[config.mk]
export PLATFORM = sky130hd
export DESIGN_NAME = variance_hysteresis_mode_select_top
export DESIGN_NICKNAME = d
export VERILOG_FILES = /design/src/hdl/vhms_pkg.sv /design/src/hdl/vhms_front.sv /design/src/hdl/vhms_queue.sv /design/src/hdl/vhms_back.sv /design/src/hdl/variance_hysteresis_mode_select_top.sv
export VERILOG_INCLUDE_DIRS = /design/src /design/src/hdl
export SDC_FILE = /design/constraint.sdc
export NUM_CORES = 2
export LEC_CHECK = 0
export ABC_AREA = 1
export BUFFER_PORTS_ARGS = -buffer_cell sky130_fd_sc_hd__buf_4
export CAP_MARGIN = 20
export CORE_MARGIN = 3
export CORE_UTILIZATION = 48
export DETAILED_ROUTE_END_ITERATION = 10
export GPL_TIMING_DRIVEN = 0
export MAX_ROUTING_LAYER = met4
export PLACE_DENSITY_LB_ADDON = 0.05
export REMOVE_ABC_BUFFERS = 1
export SETUP_SLACK_MARGIN = 0.4
export SYNTH_ARGS = -nofsm -noshare
export SYNTH_HDL_FRONTEND = slang
export SYNTH_SLANG_ARGS = --single-unit
[constraint.sdc]
create_clock -name i_clk -period 7.69 [get_ports i_clk]
set_input_delay 0 -clock i_clk [delete_from_list [all_inputs] [get_ports i_clk]]
set_output_delay 0 -clock i_clk [all_outputs]
set_load 0.005 [all_outputs]
[src/hdl/variance_hysteresis_mode_select_top_macros.svh]
// Assertion macros shared by the variance mode selector RTL.
`ifndef VARIANCE_HYSTERESIS_MODE_SELECT_TOP_MACROS_SVH
`define VARIANCE_HYSTERESIS_MODE_SELECT_TOP_MACROS_SVH

// Same-cycle implication, checked on every rising edge outside reset.
`define VHMS_CHECK_NOW(lbl, ante, cons, msg) \
    lbl: assert property (@(posedge i_clk) disable iff (!i_rst_n) (ante) |-> (cons)) \
        else $error(msg);

// Next-cycle implication, checked on every rising edge outside reset.
`define VHMS_CHECK_NEXT(lbl, ante, cons, msg) \
    lbl: assert property (@(posedge i_clk) disable iff (!i_rst_n) (ante) |=> (cons)) \
        else $error(msg);

`endif

[src/hdl/vhms_pkg.sv]
// Shared types, codes and width helpers for the variance mode selector.
package vhms_pkg;

    localparam int READ_W = 13;
    localparam int VAR_W  = 32;
    localparam int ADDR_W = 4;
    localparam int DATA_W = 32;

    typedef enum logic [2:0] {
        MODE_STRAIGHT = 3'd0,
        MODE_APPROACH = 3'd1,
        MODE_CURVE    = 3'd2,
        MODE_OUT      = 3'd3,
        MODE_STUCK    = 3'd4
    } t_mode;

    typedef enum logic [1:0] {
        REG_STRAIGHT_ENTER = 2'd0,
        REG_STRAIGHT_HOLD  = 2'd1,
        REG_APPROACH_ENTER = 2'd2,
        REG_APPROACH_HOLD  = 2'd3
    } t_reg_idx;

    typedef struct packed {
        logic [VAR_W-1:0] straight_enter;
        logic [VAR_W-1:0] straight_hold;
        logic [VAR_W-1:0] approach_enter;
        logic [VAR_W-1:0] approach_hold;
    } t_thresh;

    // Reading count per frame, up to the sensor count itself
    function automatic int cnt_w(input int sensors);
        return $clog2(sensors + 1);
    endfunction

    // Signed running sum of readings
    function automatic int sum_w(input int sensors);
        return READ_W + $clog2(sensors);
    endfunction

    // Running sum of squares; one square needs 2*READ_W-1 bits
    function automatic int sq_w(input int sensors);
        return 2 * READ_W - 1 + $clog2(sensors);
    endfunction

endpackage

[src/hdl/vhms_front.sv]
// Front end: accepts readings, squares and accumulates them per frame.
module vhms_front #(
    parameter int SENSORS = 19
) (
    input  logic                                            i_clk,
    input  logic                                            i_rst_n,
    input  logic                                            i_valid,
    output logic                                            o_ready,
    input  logic signed [vhms_pkg::READ_W-1:0]              i_reading,
    input  logic                                            i_stuck_flag,
    input  logic                                            i_frame_end,
    input  logic                                            i_q_ready,
    output logic                                            o_push,
    output logic        [vhms_pkg::cnt_w(SENSORS)-1:0]      o_count,
    output logic signed [vhms_pkg::sum_w(SENSORS)-1:0]      o_sum,
    output logic        [vhms_pkg::sq_w(SENSORS)-1:0]       o_sq,
    output logic                                            o_stuck
);
    import vhms_pkg::*;

    localparam int CNT_W = cnt_w(SENSORS);
    localparam int SUM_W = sum_w(SENSORS);
    localparam int SQ_W  = sq_w(SENSORS);

    logic                      accept;
    logic                      add_en;
    logic signed [2*READ_W-1:0] square;
    logic        [CNT_W-1:0]   r_count, n_count;
    logic signed [SUM_W-1:0]   r_sum, n_sum;
    logic        [SQ_W-1:0]    r_sq, n_sq;

    assign o_ready = i_q_ready;
    assign accept  = i_valid && i_q_ready;

    // Square the reading; extra readings past the sensor count are dropped
    assign square = i_reading * i_reading;
    assign add_en = r_count < CNT_W'(SENSORS);

    always_comb begin
        n_count = r_count;
        n_sum   = r_sum;
        n_sq    = r_sq;
        if (add_en) begin
            n_count = r_count + CNT_W'(1);
            n_sum   = r_sum + SUM_W'(i_reading);
            n_sq    = r_sq + SQ_W'(unsigned'(square));
        end
    end

    // Hand the finished frame totals to the queue
    assign o_push  = accept && i_frame_end;
    assign o_count = n_count;
    assign o_sum   = n_sum;
    assign o_sq    = n_sq;
    assign o_stuck = i_stuck_flag;

    // Advance the accumulators; clear them when the frame ends
    always_ff @(posedge i_clk) begin
        if (!i_rst_n) begin
            r_count <= '0;
            r_sum   <= '0;
            r_sq    <= '0;
        end else if (accept) begin
            if (i_frame_end) begin
                r_count <= '0;
                r_sum   <= '0;
                r_sq    <= '0;
            end else begin
                r_count <= n_count;
                r_sum   <= n_sum;
                r_sq    <= n_sq;
            end
        end
    end

endmodule

[src/hdl/vhms_queue.sv]
// Two-entry queue of frame totals between the front and back ends.
module vhms_queue #(
    parameter int WIDTH = 8
) (
    input  logic             i_clk,
    input  logic             i_rst_n,
    input  logic             i_push,
    output logic             o_ready,
    input  logic [WIDTH-1:0] i_data,
    output logic             o_valid,
    input  logic             i_pop,
    output logic [WIDTH-1:0] o_data
);
    import vhms_pkg::*;

    logic [WIDTH-1:0] r_slot [2];
    logic             r_wr_ptr;
    logic             r_rd_ptr;
    logic [1:0]       r_fill;
    logic             do_push;
    logic             do_pop;

    assign o_ready = r_fill != 2'd2;
    assign o_valid = r_fill != 2'd0;
    assign o_data  = r_slot[r_rd_ptr];
    assign do_push = i_push && o_ready;
    assign do_pop  = i_pop && o_valid;

    // Track pointers and fill level
    always_ff @(posedge i_clk) begin
        if (!i_rst_n) begin
            r_wr_ptr <= 1'b0;
            r_rd_ptr <= 1'b0;
            r_fill   <= 2'd0;
        end else begin
            if (do_push) begin
                r_wr_ptr <= ~r_wr_ptr;
            end
            if (do_pop) begin
                r_rd_ptr <= ~r_rd_ptr;
            end
            if (do_push && !do_pop) begin
                r_fill <= r_fill + 2'd1;
            end else if (do_pop && !do_push) begin
                r_fill <= r_fill - 2'd1;
            end
        end
    end

    // Store the entry
    always_ff @(posedge i_clk) begin
        if (do_push) begin
            r_slot[r_wr_ptr] <= i_data;
        end
    end

endmodule

[src/hdl/vhms_back.sv]
// Back end: scaled variance pipeline, hysteresis mode choice, output register.
module vhms_back #(
    parameter int SENSORS = 19
) (
    input  logic                                            i_clk,
    input  logic                                            i_rst_n,
    input  logic                                            i_valid,
    output logic                                            o_pop,
    input  logic        [vhms_pkg::cnt_w(SENSORS)-1:0]      i_count,
    input  logic signed [vhms_pkg::sum_w(SENSORS)-1:0]      i_sum,
    input  logic        [vhms_pkg::sq_w(SENSORS)-1:0]       i_sq,
    input  logic                                            i_stuck,
    input  vhms_pkg::t_thresh                               i_thresh,
    output logic                                            o_valid,
    input  logic                                            i_ready,
    output vhms_pkg::t_mode                                 o_mode,
    output logic                                            o_mode_changed,
    output logic        [vhms_pkg::VAR_W-1:0]               o_scaled_variance
);
    import vhms_pkg::*;

    localparam int CNT_W = cnt_w(SENSORS);
    localparam int SUM_W = sum_w(SENSORS);
    localparam int SQ_W  = sq_w(SENSORS);
    localparam int PA_W  = CNT_W + SQ_W;
    localparam int PB_W  = 2 * SUM_W;
    localparam int P_W   = (PA_W > PB_W) ? PA_W : PB_W;
    localparam int EXT_W = (P_W > VAR_W) ? P_W : VAR_W + 1;

    logic                 advance;
    logic [SUM_W-1:0]     mag;
    logic [PA_W-1:0]      prod_a;
    logic [PB_W-1:0]      prod_b;
    logic [EXT_W-1:0]     diff;
    logic [VAR_W-1:0]     var_sat;
    t_mode                next_mode;

    logic                 r_v1, r_v2, r_out_valid;
    logic [EXT_W-1:0]     r_a, r_b;
    logic                 r_stuck1, r_stuck2;
    logic [VAR_W-1:0]     r_var;
    t_mode                r_mode;
    t_mode                r_out_mode;
    logic                 r_out_changed;
    logic [VAR_W-1:0]     r_out_var;

    // The whole pipeline moves unless a result waits at the output
    assign advance = !r_out_valid || i_ready;
    assign o_pop   = advance;

    // Stage 1: the two products
    assign mag    = i_sum[SUM_W-1] ? SUM_W'(-i_sum) : SUM_W'(i_sum);
    assign prod_a = i_count * i_sq;
    assign prod_b = mag * mag;

    // Stage 2: difference, clamped at zero and saturated to the output range
    assign diff    = (r_a > r_b) ? r_a - r_b : '0;
    assign var_sat = (|diff[EXT_W-1:VAR_W]) ? '1 : diff[VAR_W-1:0];

    // Stage 3: mode choice with hysteresis against the current mode
    always_comb begin
        if (r_stuck2) begin
            next_mode = MODE_STUCK;
        end else if (r_var > i_thresh.straight_enter ||
                     (r_var > i_thresh.straight_hold && r_mode == MODE_STRAIGHT)) begin
            next_mode = MODE_STRAIGHT;
        end else if ((r_var > i_thresh.approach_enter && r_mode != MODE_CURVE) ||
                     (r_var > i_thresh.approach_hold && r_mode == MODE_APPROACH)) begin
            next_mode = MODE_APPROACH;
        end else if (r_var != '0) begin
            next_mode = MODE_CURVE;
        end else begin
            next_mode = MODE_OUT;
        end
    end

    // Advance valid bits and the current mode
    always_ff @(posedge i_clk) begin
        if (!i_rst_n) begin
            r_v1        <= 1'b0;
            r_v2        <= 1'b0;
            r_out_valid <= 1'b0;
            r_mode      <= MODE_STRAIGHT;
        end else if (advance) begin
            r_v1        <= i_valid;
            r_v2        <= r_v1;
            r_out_valid <= r_v2;
            if (r_v2) begin
                r_mode <= next_mode;
            end
        end
    end

    // Advance the payload through the stages; hold while stalled
    always_ff @(posedge i_clk) begin
        if (advance) begin
            r_a           <= EXT_W'(prod_a);
            r_b           <= EXT_W'(prod_b);
            r_stuck1      <= i_stuck;
            r_var         <= var_sat;
            r_stuck2      <= r_stuck1;
            r_out_mode    <= next_mode;
            r_out_changed <= next_mode != r_mode;
            r_out_var     <= r_var;
        end
    end

    assign o_valid           = r_out_valid;
    assign o_mode            = r_out_mode;
    assign o_mode_changed    = r_out_changed;
    assign o_scaled_variance = r_out_var;

endmodule

[src/hdl/variance_hysteresis_mode_select_top.sv]
// Top level of the variance-driven driving mode selector.
//
//  Channel  | Handshake                      | Payload
//  ---------+--------------------------------+--------------------------------------
//  input    | i_in_valid / o_in_ready        | i_reading, i_stuck_flag, i_frame_end
//  result   | o_out_valid / i_out_ready      | o_mode, o_mode_changed, o_scaled_variance
//  config   | psel, penable, pwrite, pready  | paddr, pwdata, prdata
//
// One reading is accepted per cycle unless stalled; the accumulator updates as it is taken.
// A frame's totals pass the queue, then the product, variance and output registers.
// Results flow one per cycle unless stalled: two-entry queue, then a three-stage back end.
// Synchronous active-low reset clears accumulators, queue, thresholds and sets mode straight.
// A stalled result freezes the back end; the front stalls only once the queue is full.
`include "variance_hysteresis_mode_select_top_macros.svh"

module variance_hysteresis_mode_select_top #(
    parameter int SENSORS = 19
) (
    input  logic                                i_clk,
    input  logic                                i_rst_n,
    input  logic                                psel,
    input  logic                                penable,
    input  logic                                pwrite,
    input  logic [vhms_pkg::ADDR_W-1:0]         paddr,
    input  logic [vhms_pkg::DATA_W-1:0]         pwdata,
    output logic [vhms_pkg::DATA_W-1:0]         prdata,
    output logic                                pready,
    input  logic                                i_in_valid,
    output logic                                o_in_ready,
    input  logic signed [vhms_pkg::READ_W-1:0]  i_reading,
    input  logic                                i_stuck_flag,
    input  logic                                i_frame_end,
    output logic                                o_out_valid,
    input  logic                                i_out_ready,
    output logic [2:0]                          o_mode,
    output logic                                o_mode_changed,
    output logic [vhms_pkg::VAR_W-1:0]          o_scaled_variance
);
    import vhms_pkg::*;

    localparam int CNT_W = cnt_w(SENSORS);
    localparam int SUM_W = sum_w(SENSORS);
    localparam int SQ_W  = sq_w(SENSORS);
    localparam int Q_W   = CNT_W + SUM_W + SQ_W + 1;

    t_thresh                  r_thresh;
    t_reg_idx                 reg_idx;
    logic                     cfg_write;

    logic                     q_push, q_ready, q_valid, q_pop;
    logic [CNT_W-1:0]         f_count;
    logic signed [SUM_W-1:0]  f_sum;
    logic [SQ_W-1:0]          f_sq;
    logic                     f_stuck;
    logic [Q_W-1:0]           q_wdata, q_rdata;
    t_mode                    b_mode;

    // Configuration registers
    assign pready    = 1'b1;
    assign reg_idx   = t_reg_idx'(paddr[ADDR_W-1:2]);
    assign cfg_write = psel && penable && pwrite && pready;

    always_ff @(posedge i_clk) begin
        if (!i_rst_n) begin
            r_thresh <= '0;
        end else if (cfg_write) begin
            case (reg_idx)
                REG_STRAIGHT_ENTER: r_thresh.straight_enter <= pwdata;
                REG_STRAIGHT_HOLD:  r_thresh.straight_hold  <= pwdata;
                REG_APPROACH_ENTER: r_thresh.approach_enter <= pwdata;
                REG_APPROACH_HOLD:  r_thresh.approach_hold  <= pwdata;
                default: ;
            endcase
        end
    end

    always_comb begin
        case (reg_idx)
            REG_STRAIGHT_ENTER: prdata = r_thresh.straight_enter;
            REG_STRAIGHT_HOLD:  prdata = r_thresh.straight_hold;
            REG_APPROACH_ENTER: prdata = r_thresh.approach_enter;
            REG_APPROACH_HOLD:  prdata = r_thresh.approach_hold;
            default:            prdata = '0;
        endcase
    end

    // Front end: accumulate the frame
    vhms_front #(
        .SENSORS (SENSORS)
    ) u_front (
        .i_clk        (i_clk),
        .i_rst_n      (i_rst_n),
        .i_valid      (i_in_valid),
        .o_ready      (o_in_ready),
        .i_reading    (i_reading),
        .i_stuck_flag (i_stuck_flag),
        .i_frame_end  (i_frame_end),
        .i_q_ready    (q_ready),
        .o_push       (q_push),
        .o_count      (f_count),
        .o_sum        (f_sum),
        .o_sq         (f_sq),
        .o_stuck      (f_stuck)
    );

    // Queue of finished frame totals
    assign q_wdata = {f_count, f_sum, f_sq, f_stuck};

    vhms_queue #(
        .WIDTH (Q_W)
    ) u_queue (
        .i_clk   (i_clk),
        .i_rst_n (i_rst_n),
        .i_push  (q_push),
        .o_ready (q_ready),
        .i_data  (q_wdata),
        .o_valid (q_valid),
        .i_pop   (q_pop),
        .o_data  (q_rdata)
    );

    // Back end: variance and mode choice
    vhms_back #(
        .SENSORS (SENSORS)
    ) u_back (
        .i_clk             (i_clk),
        .i_rst_n           (i_rst_n),
        .i_valid           (q_valid),
        .o_pop             (q_pop),
        .i_count           (q_rdata[Q_W-1 -: CNT_W]),
        .i_sum             (signed'(q_rdata[SQ_W+1 +: SUM_W])),
        .i_sq              (q_rdata[1 +: SQ_W]),
        .i_stuck           (q_rdata[0]),
        .i_thresh          (r_thresh),
        .o_valid           (o_out_valid),
        .i_ready           (i_out_ready),
        .o_mode            (b_mode),
        .o_mode_changed    (o_mode_changed),
        .o_scaled_variance (o_scaled_variance)
    );

    assign o_mode = b_mode;

    // Out of track means a flat frame, curve means some spread
    `VHMS_CHECK_NOW(a_out_zero_var, o_out_valid && b_mode == MODE_OUT, o_scaled_variance == '0, "out of track result with nonzero variance")
    `VHMS_CHECK_NOW(a_curve_nonzero_var, o_out_valid && b_mode == MODE_CURVE, o_scaled_variance != '0, "curve result with zero variance")
    // A frame total is never pushed into a full queue
    `VHMS_CHECK_NOW(a_push_has_room, q_push, q_ready, "frame pushed into full queue")
    // A stalled result holds steady until it is taken
    `VHMS_CHECK_NEXT(a_out_hold, o_out_valid && !i_out_ready, o_out_valid && $stable(b_mode) && $stable(o_scaled_variance), "stalled result changed")

endmodule

==> metrics <==
status=finished clean; fin crit period=about 7.1 ns; total track usage=0.260; mux cell area share after synthesis=0.00113; Worst path most repeated cell=fa_1; unrepaired setup endpoints after global routing=true; Ant. Diodes=0; Die ar.=about 96,000 um2; largest area contributor in the netlist=fa_1; Post-Syn Area=around 44,000 um2; Initial Util=0.487; family with the most delay on the worst path=adder cells; count of different cell masters after synthesis=between 50 and 60; vias in the first global route=between 30k and 40k; most used flip-flop cell after synthesis=edfxtp_1; endpoints failing hold=0; Post-Synth Simple-Gate Area=0.176; Crit-path slowest cell=fa_1; endpoints failing setup=0; WP data arrival=~7.5 ns; first-pass GRT wire length=191,000 um; wirelength, routed=121,000 um; Synth top area share=0.201; Worst Max-Slew Pin Slew=around 1.0 ns; Std-Cell Rows=110; HPWL Detailed=94,200 um; GRT overflow=0; # fillers=8,628; sequential-to-total area share from yosys stat=0.255; clock tree from TritonCTS=built; largest net degree at the start of global routing=75; TritonCTS Buffers=between 50 and 60; highest clock rate=between 100 and 150 MHz; Tcrit/Tclk final=0.925; Initial DRC Count=2,215; clock latency on the worst-skew pair=around 0.65 ns; synth warn=0; H-Tree Level Count=2; count of input and output buffers=125; Async S/R FF share, synth=0; Cells after Synth=approximately 5.4k; antenna violations before repair=0; CP bufs+invs=11; Slew headroom=0.331; DR vias=roughly 36k; Post-Synth XOR/XNOR Area=0.0273; Crit path required time=~8.0 ns; fin area=around 50,000 um2; DIE WIDTH=between 300 and 400 um; DR WL/cell=approximately 18 um; Vias/cell=5.21; Die H=a little over 300 um; Worst Hold Class=input port to flop; Syn-to-layout area delta=13.1%; Layout Skew=between 0.06 and 0.07 ns; clk buf depth=3; largest family of logic cells by synthesized area=adder cells; Synth Area in Compound Gates=0.117; CP Max Fanout=7; crit start category=flop; synth top area cells=fa_1 (20%), edfxtp_1 (17%), ha_1 (12%), dfxtp_1 (8.7%), nand2_1 (8.4%); EDFF count, synth=between 200 and 250; Root Driver=clkbuf_16; NumNets Final=approximately 6.5k; clk slew on worst S/H paths=0.06 ns; share of cells above drive strength 1=0.102; CORE AREA=a little over 90,000 um2; slowest stage delay, CP=around 0.55 ns; max-cap violations=0; footprint of the multi-input gates=between 20,000 and 30,000 um2; Sink Count=440; CP Class=flop to flop; fin util=0.551; CP Capture Type=flop; Avg Synthesized Cell Area=between 8 and 9 um2; placed instance area=roughly 47,000 um2; I/O pin total=about 130; Synth Area in Adders=0.324; drt drc=0; Reg area=11,300 um2; First-pass DRT Iterations=6; post-route ant nets=0; routability cong.=0.941; Yosys reg bits=440; Slew Viols, Final=0
-- path summary, 6_finish.rpt --
path                                          to  slack [ns]       startpoint  depth (start not counted)
worst max-delay path              u_back.r_b[35]        0.58             flop                         34
worst min-delay path            u_queue.r_wr_ptr        0.06       i_in_valid                          3
worst max register to register    u_back.r_b[35]        0.58             flop                         34
worst min register to register   u_back.r_stuck2        0.42  u_back.r_stuck1                          0
-- layout make-up --
| class | count | share of cell area |
|---|---|---|
| clock inverters | 26 | 0.00563 |
| flip-flops and latches | 440 | 0.226 |
| repair buffers | 258 | 0.0464 |
| inverters | 1008 | 0.0770 |
| well taps | 1176 | 0.0294 |
| multi-input cells | 3845 | 0.586 |
| clock buffers | 72 | 0.0294 |
-- cell usage after synthesis, types with 17 or more instances --
master      n
a21o_1     23
o21bai_1   18
xnor2_1    50
nand4_1    39
edfxtp_1  248
nand3_1   181
or2_2      73
dfxtp_1   192
inv_2      17
nor2_1    435
fa_1      443
o21ai_0   356
nand2_1   994
a21oi_1   485
nor4_1     23
inv_1     982
xor2_1     84
clkbuf_1  116
ha_1      435
nor3_1     37
-- per-layer routing --
metal	vias to the layer above	routed length (um)	global-route usage
met3	134	5860	0.0293
li1	17758	-	-
met1	16920	57200	0.360
met4	0	2880	0.0630
met2	770	54900	0.411
met5	-	0	-
-- state kept, by name, summed over array words and instances, names as in the netlist, 2 cells and up, named ones only --
| register | cells |
|---|---|
| r_thresh | 128 |
| u_back.o_mode | 3 |
| u_back.o_scaled_variance | 32 |
| u_back.r_a | 35 |
| u_back.r_b | 35 |
| u_back.r_mode | 3 |
| u_back.r_var | 32 |
| u_front.r_count | 5 |
| u_front.r_sq | 30 |
| u_front.r_sum | 18 |
| u_queue.r_fill | 2 |
| u_queue.r_slot | 108 |
-- layout by cell type (no fill, tap or decap), drive strengths merged, types with 24 or more instances in the layout --
| master | n |
|---|---|
| or2 | 81 |
| clkbuf | 72 |
| nand4 | 41 |
| nor3 | 37 |
| dlygate4sd3 | 41 |
| xor2 | 85 |
| nor4 | 24 |
| nand2 | 1008 |
| a21oi | 485 |
| inv | 1005 |
| xnor2 | 51 |
| nor2 | 447 |
| o21ai | 368 |
| dfxtp | 192 |
| nand3 | 183 |
| fa | 443 |
| buf | 217 |
| ha | 435 |
| edfxtp | 248 |
-- worst min-delay path, delay by kind of cell --
kind | cells | cell delay, ns
buffers and inverters | 1 | 0.12
and+or+nand+nor | 1 | 0.36
AOI/OAI and AO/OA | 1 | 0.12
-- stage by stage --
step                      hold WS, ns  setup slack, ns  setup TNS [ns]  instances
after CTS                     0.00591            0.379               0       6774
after floorplan                0.0989           -0.495           -4.39       5291
after global routing           0.0396            0.308               0       6825
after detailed placement        0.239            -1.64          -27.42       6615
after global placement          0.239            -3.78         -137.27       6592
final                          0.0589            0.580               0       6825
-- repair_timing --
action | CTS | global route
endpoints found under the setup margin | 27 | 39
gates cloned | 0 | 2
pin swaps | 9 | 65
hold endpoints to repair | 158 | 0
gates resized for setup | 64 | 140
hold buffers | 41 | 0
setup buffers | 20 | 48
-- logic make-up (layout without fill, tap and decap cells) --
family | after synthesis | count (layout)
and+or+nand+nor | 1839 | 1841
xor gates and xnor gates | 136 | 136
buffers and inverters | 1151 | 1364
adders and majority gates | 878 | 878
muxes | 5 | 5
DFF | 440 | 440
AOI/OAI and AO/OA | 971 | 971
other | 2 | 14
Power is left out: the tool's default activity adds up to more than one toggle a clock period on the data nets, which glitch-free logic cannot reach.
